`src/design/dirac_parse_info_deframer_defines.svh`:
```
// assertion macros used by the deframer core
`ifndef DIRAC_PARSE_INFO_DEFRAMER_DEFINES_SVH
`define DIRAC_PARSE_INFO_DEFRAMER_DEFINES_SVH

// same-cycle implication, clocked on clk, disabled in reset
`define DPI_ASSERT_NOW(label, ante, cons, msg) \
  label: assert property (@(posedge clk) disable iff (!rst_n) (ante) |-> (cons)) \
    else $error(msg);

// next-cycle implication, clocked on clk, disabled in reset
`define DPI_ASSERT_NEXT(label, ante, cons, msg) \
  label: assert property (@(posedge clk) disable iff (!rst_n) (ante) |=> (cons)) \
    else $error(msg);

`endif

```
`src/design/dpi_pkg.sv`:
```
// types, constants and helpers of the parse-info deframer
`default_nettype none
package dpi_pkg;

  localparam int DPI_OFFSET_BITS = 32;

  localparam logic [31:0] PREFIX_WORD = 32'h4242_4344;
  localparam logic [31:0] HEADER_LEN  = 32'd13;

  // header byte positions
  localparam logic [3:0] HDR_CODE_IDX  = 4'd4;
  localparam logic [3:0] HDR_NEXT_LAST = 4'd8;
  localparam logic [3:0] HDR_LAST      = 4'd12;

  // parse codes with a meaning of their own
  localparam logic [7:0] PC_SEQ_HDR = 8'h00;
  localparam logic [7:0] PC_EOS     = 8'h10;
  localparam logic [7:0] PC_AUX     = 8'h20;
  localparam logic [7:0] PC_PAD     = 8'h30;

  typedef enum logic [2:0] {
    PH_HUNT    = 3'b001,
    PH_HEADER  = 3'b010,
    PH_PAYLOAD = 3'b100
  } phase_t;

  typedef enum logic [2:0] {
    EV_HUNT      = 3'd0,
    EV_HDR_BYTE  = 3'd1,
    EV_HDR_DONE  = 3'd2,
    EV_PAYLOAD   = 3'd3,
    EV_SYNC_LOST = 3'd4
  } event_t;

  typedef enum logic [2:0] {
    KIND_SEQ_HDR  = 3'd0,
    KIND_EOS      = 3'd1,
    KIND_AUX      = 3'd2,
    KIND_PAD      = 3'd3,
    KIND_PICTURE  = 3'd4,
    KIND_RESERVED = 3'd5
  } kind_t;

  typedef struct packed {
    event_t      event_res;
    kind_t       packet_kind;
    logic [7:0]  pkt_code;
    logic [31:0] next_offset;
    logic [31:0] prev_offset;
    logic [7:0]  payload_byte;
    logic        packet_done;
    logic        accepted;
    logic [31:0] picture_count;
  } dpi_result_t;

  // classify a parse code
  function automatic kind_t kind_of(input logic [7:0] code);
    kind_t k;
    case (code)
      PC_SEQ_HDR: k = KIND_SEQ_HDR;
      PC_EOS:     k = KIND_EOS;
      PC_AUX:     k = KIND_AUX;
      PC_PAD:     k = KIND_PAD;
      default: begin
        if (code inside {8'h0C, 8'h08, 8'h4C, 8'h48, 8'h0D, 8'h0E, 8'h09, 8'h0A,
                         8'hCC, 8'hC8}) begin
          k = KIND_PICTURE;
        end else begin
          k = KIND_RESERVED;
        end
      end
    endcase
    return k;
  endfunction

  // expected prefix byte at a given header position
  function automatic logic [7:0] prefix_byte(input logic [1:0] idx);
    logic [7:0] b;
    case (idx)
      2'd0:    b = PREFIX_WORD[31:24];
      2'd1:    b = PREFIX_WORD[23:16];
      2'd2:    b = PREFIX_WORD[15:8];
      default: b = PREFIX_WORD[7:0];
    endcase
    return b;
  endfunction

endpackage
`default_nettype wire

```
`src/design/dpi_if.sv`:
```
// byte and result channel interfaces of the deframer
`default_nettype none
interface dpi_in_if;
  logic       valid;
  logic       ready;
  logic [7:0] data_byte;

  modport source (output valid, output data_byte, input ready);
  modport sink   (input valid, input data_byte, output ready);
endinterface

interface dpi_out_if;
  logic        valid;
  logic        ready;
  logic [2:0]  event_res;
  logic [2:0]  packet_kind;
  logic [7:0]  pkt_code;
  logic [31:0] next_offset;
  logic [31:0] prev_offset;
  logic [7:0]  payload_byte;
  logic        packet_done;
  logic        accepted;
  logic [31:0] picture_count;

  modport source (output valid, output event_res, output packet_kind, output pkt_code,
                  output next_offset, output prev_offset, output payload_byte,
                  output packet_done, output accepted, output picture_count,
                  input ready);
  modport sink   (input valid, input event_res, input packet_kind, input pkt_code,
                  input next_offset, input prev_offset, input payload_byte,
                  input packet_done, input accepted, input picture_count,
                  output ready);
endinterface
`default_nettype wire

```
`src/design/dpi_core.sv`:
```
// deframer state and per-byte step logic
`default_nettype none
`include "dirac_parse_info_deframer_defines.svh"
module dpi_core
  import dpi_pkg::*;
#(
  parameter int OFFSET_BITS = DPI_OFFSET_BITS
) (
  input  logic        clk,
  input  logic        rst_n,
  input  logic        step_en,
  input  logic [7:0]  data_byte,
  output dpi_result_t result
);

  localparam logic [31:0] OFF_LIMIT = 32'((64'd1 << OFFSET_BITS) - 64'd1);

  logic [23:0]            window_r, window_nxt;
  phase_t                 phase_r, phase_nxt;
  logic [3:0]             hdr_idx_r, hdr_idx_nxt;
  logic [7:0]             code_r, code_nxt;
  logic [31:0]            next_r, next_nxt;
  logic [31:0]            prev_r, prev_nxt;
  logic [OFFSET_BITS-1:0] left_r, left_nxt;
  logic                   seq_r, seq_nxt;
  logic                   sync_r, sync_nxt;
  logic [31:0]            pics_r, pics_nxt;

  logic [31:0] word;
  logic [31:0] off_sat;
  event_t      ev;
  kind_t       kind;
  logic        show;
  logic        done;
  logic [7:0]  pay;
  logic        prefix_phase;

  assign word = {window_r, data_byte};
  assign kind = kind_of(code_nxt);

  // step for one byte
  always_comb begin
    window_nxt  = word[23:0];
    phase_nxt   = phase_r;
    hdr_idx_nxt = hdr_idx_r;
    code_nxt    = code_r;
    next_nxt    = next_r;
    prev_nxt    = prev_r;
    left_nxt    = left_r;
    seq_nxt     = seq_r;
    sync_nxt    = sync_r;
    pics_nxt    = pics_r;
    off_sat     = (next_r > OFF_LIMIT) ? OFF_LIMIT : next_r;
    ev          = EV_HUNT;
    show        = 1'b0;
    done        = 1'b0;
    pay         = 8'h00;
    case (phase_r)
      PH_HEADER: begin
        if (hdr_idx_r < HDR_CODE_IDX) begin
          // prefix check while in sync
          if (data_byte != prefix_byte(hdr_idx_r[1:0])) begin
            ev          = EV_SYNC_LOST;
            phase_nxt   = PH_HUNT;
            hdr_idx_nxt = 4'd0;
            sync_nxt    = 1'b0;
          end else begin
            hdr_idx_nxt = hdr_idx_r + 4'd1;
            if (hdr_idx_nxt == HDR_CODE_IDX) begin
              code_nxt = 8'h00;
              next_nxt = 32'd0;
              prev_nxt = 32'd0;
            end
            ev   = EV_HDR_BYTE;
            show = 1'b1;
          end
        end else begin
          // capture code and big-endian offsets
          if (hdr_idx_r == HDR_CODE_IDX) begin
            code_nxt = data_byte;
          end else if (hdr_idx_r <= HDR_NEXT_LAST) begin
            next_nxt = {next_r[23:0], data_byte};
          end else begin
            prev_nxt = {prev_r[23:0], data_byte};
          end
          show = 1'b1;
          if (hdr_idx_r >= HDR_LAST) begin
            seq_nxt = seq_r | (code_nxt == PC_SEQ_HDR);
            if (seq_nxt && (kind == KIND_PICTURE) && (pics_r != '1)) begin
              pics_nxt = pics_r + 32'd1;
            end
            ev = EV_HDR_DONE;
            if (off_sat <= HEADER_LEN) begin
              done        = 1'b1;
              phase_nxt   = PH_HEADER;
              hdr_idx_nxt = 4'd0;
              sync_nxt    = 1'b1;
            end else begin
              left_nxt    = OFFSET_BITS'(off_sat - HEADER_LEN);
              phase_nxt   = PH_PAYLOAD;
              hdr_idx_nxt = 4'd0;
            end
          end else begin
            hdr_idx_nxt = hdr_idx_r + 4'd1;
            ev          = EV_HDR_BYTE;
          end
        end
      end
      PH_PAYLOAD: begin
        ev   = EV_PAYLOAD;
        pay  = data_byte;
        show = 1'b1;
        if (left_r <= OFFSET_BITS'(1)) begin
          left_nxt    = '0;
          done        = 1'b1;
          phase_nxt   = PH_HEADER;
          hdr_idx_nxt = 4'd0;
          sync_nxt    = 1'b1;
        end else begin
          left_nxt = left_r - OFFSET_BITS'(1);
        end
      end
      default: begin
        // hunting for the prefix in the sliding window
        phase_nxt = PH_HUNT;
        if (word == PREFIX_WORD) begin
          phase_nxt   = PH_HEADER;
          hdr_idx_nxt = HDR_CODE_IDX;
          code_nxt    = 8'h00;
          next_nxt    = 32'd0;
          prev_nxt    = 32'd0;
          ev          = EV_HDR_BYTE;
          show        = 1'b1;
        end
      end
    endcase
  end

  // result of this byte
  always_comb begin
    result.event_res     = ev;
    result.packet_kind   = show ? kind : KIND_SEQ_HDR;
    result.pkt_code      = show ? code_nxt : 8'h00;
    result.next_offset   = show ? next_nxt : 32'd0;
    result.prev_offset   = show ? prev_nxt : 32'd0;
    result.payload_byte  = pay;
    result.packet_done   = done;
    result.accepted      = show && seq_nxt && (kind != KIND_RESERVED);
    result.picture_count = pics_nxt;
  end

  // state registers, advanced on each input transfer
  always_ff @(posedge clk) begin
    if (!rst_n) begin
      window_r  <= '0;
      phase_r   <= PH_HUNT;
      hdr_idx_r <= '0;
      code_r    <= '0;
      next_r    <= '0;
      prev_r    <= '0;
      left_r    <= '0;
      seq_r     <= 1'b0;
      sync_r    <= 1'b0;
      pics_r    <= '0;
    end else if (step_en) begin
      window_r  <= window_nxt;
      phase_r   <= phase_nxt;
      hdr_idx_r <= hdr_idx_nxt;
      code_r    <= code_nxt;
      next_r    <= next_nxt;
      prev_r    <= prev_nxt;
      left_r    <= left_nxt;
      seq_r     <= seq_nxt;
      sync_r    <= sync_nxt;
      pics_r    <= pics_nxt;
    end
  end

  // prefix bytes are only checked straight after a packet
  assign prefix_phase = (phase_r == PH_HEADER) && (hdr_idx_r < HDR_CODE_IDX);

  `DPI_ASSERT_NOW(a_sync_not_hunting, sync_r, phase_r != PH_HUNT, "in sync while hunting")
  `DPI_ASSERT_NOW(a_payload_has_bytes, phase_r == PH_PAYLOAD, left_r != '0, "empty payload")
  `DPI_ASSERT_NOW(a_prefix_needs_sync, prefix_phase, sync_r, "prefix check outside sync")
  `DPI_ASSERT_NEXT(a_pictures_monotone, 1'b1, pics_r >= $past(pics_r), "picture count fell")

endmodule
`default_nettype wire

```
`src/design/dpi_out_reg.sv`:
```
// result register between the step logic and the result channel
`default_nettype none
module dpi_out_reg
  import dpi_pkg::*;
(
  input  logic        clk,
  input  logic        rst_n,
  input  logic        load,
  input  dpi_result_t result_in,
  input  logic        out_ready,
  output logic        out_valid,
  output dpi_result_t result_out
);

  logic        valid_r, valid_nxt;
  dpi_result_t result_r;

  // valid set on load, cleared once the result transfer completes
  always_comb begin
    if (load) begin
      valid_nxt = 1'b1;
    end else if (out_ready) begin
      valid_nxt = 1'b0;
    end else begin
      valid_nxt = valid_r;
    end
  end

  always_ff @(posedge clk) begin
    if (!rst_n) begin
      valid_r <= 1'b0;
    end else begin
      valid_r <= valid_nxt;
    end
  end

  // payload holds unless a new result is loaded
  always_ff @(posedge clk) begin
    if (load) begin
      result_r <= result_in;
    end
  end

  assign out_valid  = valid_r;
  assign result_out = result_r;

endmodule
`default_nettype wire

```
`src/design/dirac_parse_info_deframer.sv`:
```
// top level of the parse-info deframer
//
//   channel   dir  handshake          contents
//   in_chan   in   valid/ready        data_byte, one stream byte per transfer
//   out_chan  out  valid/ready        one result per input byte
//
// one result per input byte, valid in the cycle after its input transfer
// sustains one byte per cycle unless stalled; result register sets the latency
// a stalled result holds the input off only until out_chan.ready rises again
// synchronous active-low reset returns the deframer to hunting, count cleared
`default_nettype none
module dirac_parse_info_deframer
  import dpi_pkg::*;
#(
  parameter int OFFSET_BITS = DPI_OFFSET_BITS
) (
  input  logic      clk,
  input  logic      rst_n,
  dpi_in_if.sink    in_chan,
  dpi_out_if.source out_chan
);

  logic        out_valid;
  logic        in_xfer;
  dpi_result_t step_result;
  dpi_result_t held_result;

  // accept while the result register is empty or being drained
  assign in_chan.ready = !out_valid || out_chan.ready;
  assign in_xfer       = in_chan.valid && in_chan.ready;

  dpi_core #(
    .OFFSET_BITS (OFFSET_BITS)
  ) u_core (
    .clk       (clk),
    .rst_n     (rst_n),
    .step_en   (in_xfer),
    .data_byte (in_chan.data_byte),
    .result    (step_result)
  );

  dpi_out_reg u_out_reg (
    .clk        (clk),
    .rst_n      (rst_n),
    .load       (in_xfer),
    .result_in  (step_result),
    .out_ready  (out_chan.ready),
    .out_valid  (out_valid),
    .result_out (held_result)
  );

  // result channel fields
  assign out_chan.valid         = out_valid;
  assign out_chan.event_res     = held_result.event_res;
  assign out_chan.packet_kind   = held_result.packet_kind;
  assign out_chan.pkt_code      = held_result.pkt_code;
  assign out_chan.next_offset   = held_result.next_offset;
  assign out_chan.prev_offset   = held_result.prev_offset;
  assign out_chan.payload_byte  = held_result.payload_byte;
  assign out_chan.packet_done   = held_result.packet_done;
  assign out_chan.accepted      = held_result.accepted;
  assign out_chan.picture_count = held_result.picture_count;

endmodule
`default_nettype wire
```
`src/flat_wrapper.sv`:
```
// flat-port wrapper written by rule: the top's interface ports become plain ports
module dirac_parse_info_deframer_flat import dpi_pkg::*;
#(
  parameter int OFFSET_BITS = DPI_OFFSET_BITS
)
  (clk, rst_n, in_chan_valid, in_chan_data_byte, in_chan_ready, out_chan_valid, out_chan_event_res, out_chan_packet_kind, out_chan_pkt_code, out_chan_next_offset, out_chan_prev_offset, out_chan_payload_byte, out_chan_packet_done, out_chan_accepted, out_chan_picture_count, out_chan_ready);
  dpi_in_if in_chan_i ();
  dpi_out_if out_chan_i ();
  input  logic clk;
  input  logic rst_n;
  input wire logic [$bits(in_chan_i.valid)-1:0] in_chan_valid;
  input wire logic [$bits(in_chan_i.data_byte)-1:0] in_chan_data_byte;
  output wire logic [$bits(in_chan_i.ready)-1:0] in_chan_ready;
  output wire logic [$bits(out_chan_i.valid)-1:0] out_chan_valid;
  output wire logic [$bits(out_chan_i.event_res)-1:0] out_chan_event_res;
  output wire logic [$bits(out_chan_i.packet_kind)-1:0] out_chan_packet_kind;
  output wire logic [$bits(out_chan_i.pkt_code)-1:0] out_chan_pkt_code;
  output wire logic [$bits(out_chan_i.next_offset)-1:0] out_chan_next_offset;
  output wire logic [$bits(out_chan_i.prev_offset)-1:0] out_chan_prev_offset;
  output wire logic [$bits(out_chan_i.payload_byte)-1:0] out_chan_payload_byte;
  output wire logic [$bits(out_chan_i.packet_done)-1:0] out_chan_packet_done;
  output wire logic [$bits(out_chan_i.accepted)-1:0] out_chan_accepted;
  output wire logic [$bits(out_chan_i.picture_count)-1:0] out_chan_picture_count;
  input wire logic [$bits(out_chan_i.ready)-1:0] out_chan_ready;
  assign in_chan_i.valid = in_chan_valid;
  assign in_chan_i.data_byte = in_chan_data_byte;
  assign in_chan_ready = in_chan_i.ready;
  assign out_chan_valid = out_chan_i.valid;
  assign out_chan_event_res = out_chan_i.event_res;
  assign out_chan_packet_kind = out_chan_i.packet_kind;
  assign out_chan_pkt_code = out_chan_i.pkt_code;
  assign out_chan_next_offset = out_chan_i.next_offset;
  assign out_chan_prev_offset = out_chan_i.prev_offset;
  assign out_chan_payload_byte = out_chan_i.payload_byte;
  assign out_chan_packet_done = out_chan_i.packet_done;
  assign out_chan_accepted = out_chan_i.accepted;
  assign out_chan_picture_count = out_chan_i.picture_count;
  assign out_chan_i.ready = out_chan_ready;
  dirac_parse_info_deframer #(.OFFSET_BITS(OFFSET_BITS)) u_core (.clk(clk), .rst_n(rst_n), .in_chan(in_chan_i), .out_chan(out_chan_i));
endmodule
```
`config.mk`:
```
export PLATFORM = sky130hd
export DESIGN_NAME = dirac_parse_info_deframer_flat
export DESIGN_NICKNAME = d
export VERILOG_FILES = /design/src/design/dpi_pkg.sv /design/src/design/dpi_if.sv /design/src/design/dpi_core.sv /design/src/design/dpi_out_reg.sv /design/src/design/dirac_parse_info_deframer.sv /design/src/flat_wrapper.sv
export VERILOG_INCLUDE_DIRS = /design/src /design/src/design
export SDC_FILE = /design/constraint.sdc
export NUM_CORES = 1
export LEC_CHECK = 0
export ABC_AREA = 1
export BUFFER_PORTS_ARGS = -buffer_cell sky130_fd_sc_hd__buf_4
export CAP_MARGIN = 5
export CORE_ASPECT_RATIO = 1.75
export CORE_MARGIN = 2
export CORE_UTILIZATION = 45
export CTS_CLUSTER_DIAMETER = 150
export DETAILED_ROUTE_END_ITERATION = 8
export GPL_TIMING_DRIVEN = 0
export PLACE_DENSITY_LB_ADDON = 0.3
export SLEW_MARGIN = 20
export SYNTH_ARGS = -nofsm -noshare
export SYNTH_HDL_FRONTEND = slang
export SYNTH_SLANG_ARGS = --single-unit
```
`constraint.sdc`:
```
create_clock -name clk -period 8.4 [get_ports clk]
set_input_delay 0.84 -clock clk [delete_from_list [all_inputs] [get_ports clk]]
set_output_delay 0.84 -clock clk [all_outputs]
set_load 0.01 [all_outputs]
```
# == Yosys cells after proc, flatten, opt, wreduce, memory -nomap -nowiden ==
# Index checks and enable logic that the tools add are counted.
# totals
elab_cells,147
register_bits,289
inputBits,12
out_inout_bits,122
# classes
n_lt_le_gt_ge,6
addsub,4
n_eq_ne,30
reduce_logical,18
mux,69
n_bitwise,1
# ops
op,n
$mux 32,21
$pmux 32 s2,3
$mux 8,9
$eq 8x4->1 const B,6
$add 32x1->32 const B,1
$eq 32x31->1 const B,1
$gt 32x32->1 const B,1
$le 32x1->1 const B,1
$le 32x4->1 const B,1
$ne 32x32->1 const B,1
$sub 32x1->32 const B,1
$sub 32x4->32 const B,1
$mux 3,7
$mux 4,5
$pmux 3 s2,3
$eq 8x6->1 const B,2
$eq 8x7->1 const B,2
$eq 8x8->1 const B,2
$logic_not 8->1,2
$pmux 8 s2,1
$mux 1,14
$pmux 3 s4,1
$reduce_bool 10->1,1
$eq 4x3->1 const B,2
27 further kinds,39

# == Logic depth before layout (Yosys ltp) ==
# logic_depth
word_depth,20
mapped_depth,22

# == Hierarchy ==
# A second synthesis with hierarchy kept.
# hier_totals
hier_cells,1926
hier_area_um2,14828.0
# modules_own_cells
mod,n_inst,seq_area_each_um2,area_per_inst_um2,cells_each
dpi_core,1,3363.2,11160.7,1796
dpi_out_reg,1,3623.5,3647.2,126
dirac_parse_info_deframer,1,0.0,20.0,4

# == Least setup slack after synthesis ==
# No wires, ideal clock.
# synth_path
path_kind,input to register
startpoint,input out_chan_ready
endpoint,register u_core.u_out_reg.result_r (netlist bit u_core.u_out_reg.result_out[0]) (enable)
setup_time_ns,0.531
path_stages,5
path_buffers,1
arrival_time_ns,4.776
setup_slack_ns,3.093
required_time_ns,7.869
cell_sequence,inv_1 -> nand2_1 -> nand2_1 -> clkinv_1 -> clkbuf_1
# synth_between
elab_chain_cells,2
# synth_rtl
element,line,source
start: declaration,flat_wrapper.sv:24,input wire logic [$bits(out_chan_i.ready)-1:0] out_chan_ready;
$logic_or 1x1->1,dirac_parse_info_deframer.sv:29,assign in_chan.ready = !out_valid || out_chan.ready;
named net in_chan_ready,flat_wrapper.sv:13,output wire logic [$bits(in_chan_i.ready)-1:0] in_chan_ready;
$logic_and 1x1->1,dirac_parse_info_deframer.sv:30,assign in_xfer = in_chan.valid && in_chan.ready;
named net u_core.in_xfer,dirac_parse_info_deframer.sv:24,logic in_xfer;
end signal: assignment,dpi_out_reg.sv:40,result_r <= result_in;
end: declaration,dpi_out_reg.sv:16,dpi_result_t result_r;
# The timed path passes the listed nets, and every way through them passes these cells.
# A chain may end at the register's enable or synchronous reset.

# == Final worst setup path ==
# layout_path
startpoint,register u_core.u_core.hdr_idx_r[2]
endpoint,"register u_core.u_out_reg.result_r (netlist bit u_core.u_out_reg.result_out[112]), data pin"
# layout_between
elab_chain_cells,6
# layout_rtl
element,line,source
start: declaration,dpi_core.sv:20,"logic [3:0] hdr_idx_r, hdr_idx_nxt;"
start signal: assignment,dpi_core.sv:168,hdr_idx_r <= hdr_idx_nxt;
$add 4x1->4 or $eq 4x3->1 (tied branches),"dpi_core.sv:68, dpi_core.sv:79",
$eq 4x3->1 or $mux 8 (tied branches),"dpi_core.sv:69, dpi_core.sv:79",
"$mux 8, on equally long branches","dpi_core.sv:69, dpi_core.sv:60",
"$mux 8, on equally long branches","dpi_core.sv:62, dpi_core.sv:58",
$mux 8,dpi_core.sv:60,if (hdr_idx_r < HDR_CODE_IDX) begin
$pmux 8 s2,dpi_core.sv:58,case (phase_r)
# Parallel ways exist; a longest one is shown, timed or not. The select of a mux whose other input is x is not followed.

==> run summary <==
EDFF count, synth: 120
GRT overflow: 0
vias: 13,400
most numerous cell in the Yosys netlist: inv_1
Hold Fails Final Rpt: 0
crit path max-delay cell type: nor3_2
Mapped Area: 14,600 um2
Fmax achieved: 0.285 GHz
Routed WL: 44.4 mm
Final Cycle Share: 41.7%
final total power: 3.38 mW
Root Driver: clkbuf_16
setup_tns: 0 ps
Syn Nets: 1,949
Synth cell types: 45
Rows: 87
Die ar.: 33,900 um2
Psw: 0.949 mW
clk_lat worst skew: 590 ps
Logic pwr share: 14.8%
cells after synthesis: 1,925
cells on worst reg2reg path: 12
drt initial violations: 808
status: complete, but fails checks
CTS buffer count: 28
Core Footprint: 32,100 um2
first-pass GRT wire length: 68.9 mm
Final Slew Violations: 0
Clk pwr share: 37.8%
Fillers: 3,013
sequential group share of total power: 47.4%
crit path launch type: register
Yosys top cell area share: 24.7%
CP dominant cell by count: inv_1
CP Capture Type: register
vias in the first global route: 13,000
critical-path cell list: inv_1 > ha_1 > inv_1 > nand2_1 > buf_2 > o21ai_0 > nor3_2 > inv_1 > clkbuf_1 > clkbuf_1 > nand2_1 > inv_1
Slew headroom: 34.8%
Clock Tree Buf Depth: 3
Final min period: 3510 ps
DIE HEIGHT: 242 um
Seq/Total Area, Yosys: 47.9%
unrepaired setup endpoints after global routing: false
Yosys reg bits: 289
max-cap violation count: 0
Area growth syn-to-layout: 17.0%
CTS clk-pin slew, worst paths: 70 ps
WHS Endpoint: u_core.u_core.window_r[18]
largest net degree at the start of global routing: 55
total track usage: 25.7%
RR Startpoint: u_core.u_core.hdr_idx_r[2]
Hold Crit Class: register to register
Starting Density: 45.4%
Final ANT Viol Nets: 0
Setup Buffers After CTS: 0
top_reg_cell synth: dfxtp_1
Synth area leaders: edfxtp_1 (25%), dfxtp_1 (23%), inv_1 (10%)
Nets: 2,114
yosys warns: 0
worst flop-to-flop path endpoint: u_core.u_out_reg.result_out[112]
post-synthesis async set-or-reset flop share: 0%
fraction of layout cells with a size suffix above 1: 9.99%
Die Span X: 140 um
gp weighted congestion: 1.01
Sw Share: 28.1%
post-DP HPWL: 33.9 mm
final setup fails: 0
drt first pass iters: 8
worst path bufs/invs: 7
area of the multi-input gates: 5700 um2
hold path cells: 2
detailed-route DRC error count: 14
mean post-synth cell area: 7.58 um2
PortBufs: 133
dominant cell type by area after synthesis: edfxtp_1
min-delay src: u_core.u_core.window_r[18]
IO Pins: 134
CTS tree: yes
Avg WL per Cell: 17.7 um
Sink Count: 289
VDD IR max: 0.200 mV
power per standard cell area: 198 nW/um2
antenna violations before repair: 0
P_int: 2.43 mW
diode count: 0
vias per cell: 5.35
register area: 6990 um2
CTS resizes: 0
clk_skew: 23.2 ps
crit-path max FO: 10
H-tree depth: 1
Setup CP Type: register to register
CP max stage delay: 590 ps
hold buffer count at CTS: 0
CP required: 8730 ps
Worst Tran Pin Value: 969 ps
R2R setup slack: 4890 ps
Leak: 8.26 nW
failing checks: design-rule violations
WP data arrival: 3840 ps
commonest cells in the synthesized netlist: inv_1 (404), nand2_1 (295), o21ai_0 (202), dfxtp_1 (169), nor2_1 (159)
crit-path leading delay family: buffers and inverters
## cell type report
cell class              instances  area share (%)
clock inverters                10           0.645
flip-flops and latches        289            40.9
well taps                     400            2.93
inverters                     413            9.08
multi-input cells            1138            33.4
clock buffers                  42            4.77
repair buffers                135            6.17
plain buffers                  85            2.06
## registers in the layout, indices dropped and copies added (netlist names)
signal,count
u_core.u_out_reg.result_out,120
u_core.u_core.left_r,32
u_core.u_core.next_r,32
u_core.u_core.pics_r,32
u_core.u_core.prev_r,32
u_core.u_core.window_r,24
u_core.u_core.code_r,8
u_core.u_core.hdr_idx_r,4
u_core.u_core.phase_r,3
u_core.u_core.seq_r,1
u_core.u_out_reg.out_valid,1
## placed cells by master, fill, tap and decap left out, types with 10 or more instances in the layout
cell type	n
inv_1	404
nand2_1	295
o21ai_0	202
dfxtp_1	169
nor2_1	159
a21oi_1	150
buf_4	136
edfxtp_1	120
clkbuf_1	82
nand3_1	73
o22ai_1	68
clkbuf_16	29
nor3_1	27
xor2_1	22
nand4_1	21
o21bai_1	19
o211ai_1	18
ha_1	12
nor4_1	11
a31oi_1	10
## metal layers
metal | wire length (um) | track usage, %
met5 | 0 | 0
met4 | 2940 | 15.9
met3 | 1930 | 2.85
met2 | 23500 | 48.6
met1 | 16000 | 26.7
## cell families after synthesis
| kind of cell | share of synthesized area [%] |
|---|---|
| flip-flops | 47.9 |
| XOR/XNOR | 1.68 |
| buffers and inverters | 13.0 |
| adder cells (fa/ha/maj) | 1.03 |
| AND/OR/NAND/NOR | 17.8 |
| AO/OA/AOI/OAI | 18.6 |
## worst register-to-register path, cell delays in order, from the launching register on
cell and delay, ps:
dfxtp_1 370, inv_1 150, ha_1 280, inv_1 130, nand2_1 140, buf_2 260
o21ai_0 180, nor3_2 590, inv_1 330, clkbuf_1 300, clkbuf_1 300, nand2_1 150
inv_1 50
## worst max path at each step
stage | from | to | cells after the start
after floorplan | out_chan_ready | u_core.u_out_reg.result_out[0] | 5
after global placement | out_chan_ready | u_core.u_core.pics_r[31] | 7
after detailed placement | in_chan_data_byte[1] | u_core.u_out_reg.result_out[20] | 20
after CTS | u_core.u_core.hdr_idx_r[2] | u_core.u_out_reg.result_out[112] | 12
after global routing | u_core.u_core.hdr_idx_r[2] | u_core.u_out_reg.result_out[112] | 12
final | u_core.u_core.hdr_idx_r[2] | u_core.u_out_reg.result_out[112] | 12
## power groups by stage
stage	combinational [mW]	clock [mW]	sequential, mW
5_1_grt	0.555	1.35	1.61
2_1_floorplan	0.304	0	1.64
4_1_cts	0.496	1.30	1.60
3_5_place_dp	0.494	0	1.63
6_report	0.501	1.28	1.60
3_3_place_gp	0.482	0	1.63
## through the flow
stage / cell area (um2) / hold slack (ps) / util (%) / setup WS (ps) / cells
CTS: 17100 / 460 / 53.2 / 4910 / 2512
global route: 17100 / 480 / 53.2 / 4640 / 2512
global placement: 16100 / 439 / 50.1 / 1180 / 2458
finish: 17100 / 458 / 53.2 / 4890 / 2512
floorplan: 14600 / 429 / - / 3090 / 1925
detailed placement: 16100 / 450 / 50.3 / 4590 / 2460
(Power assumes the default switching activity.)
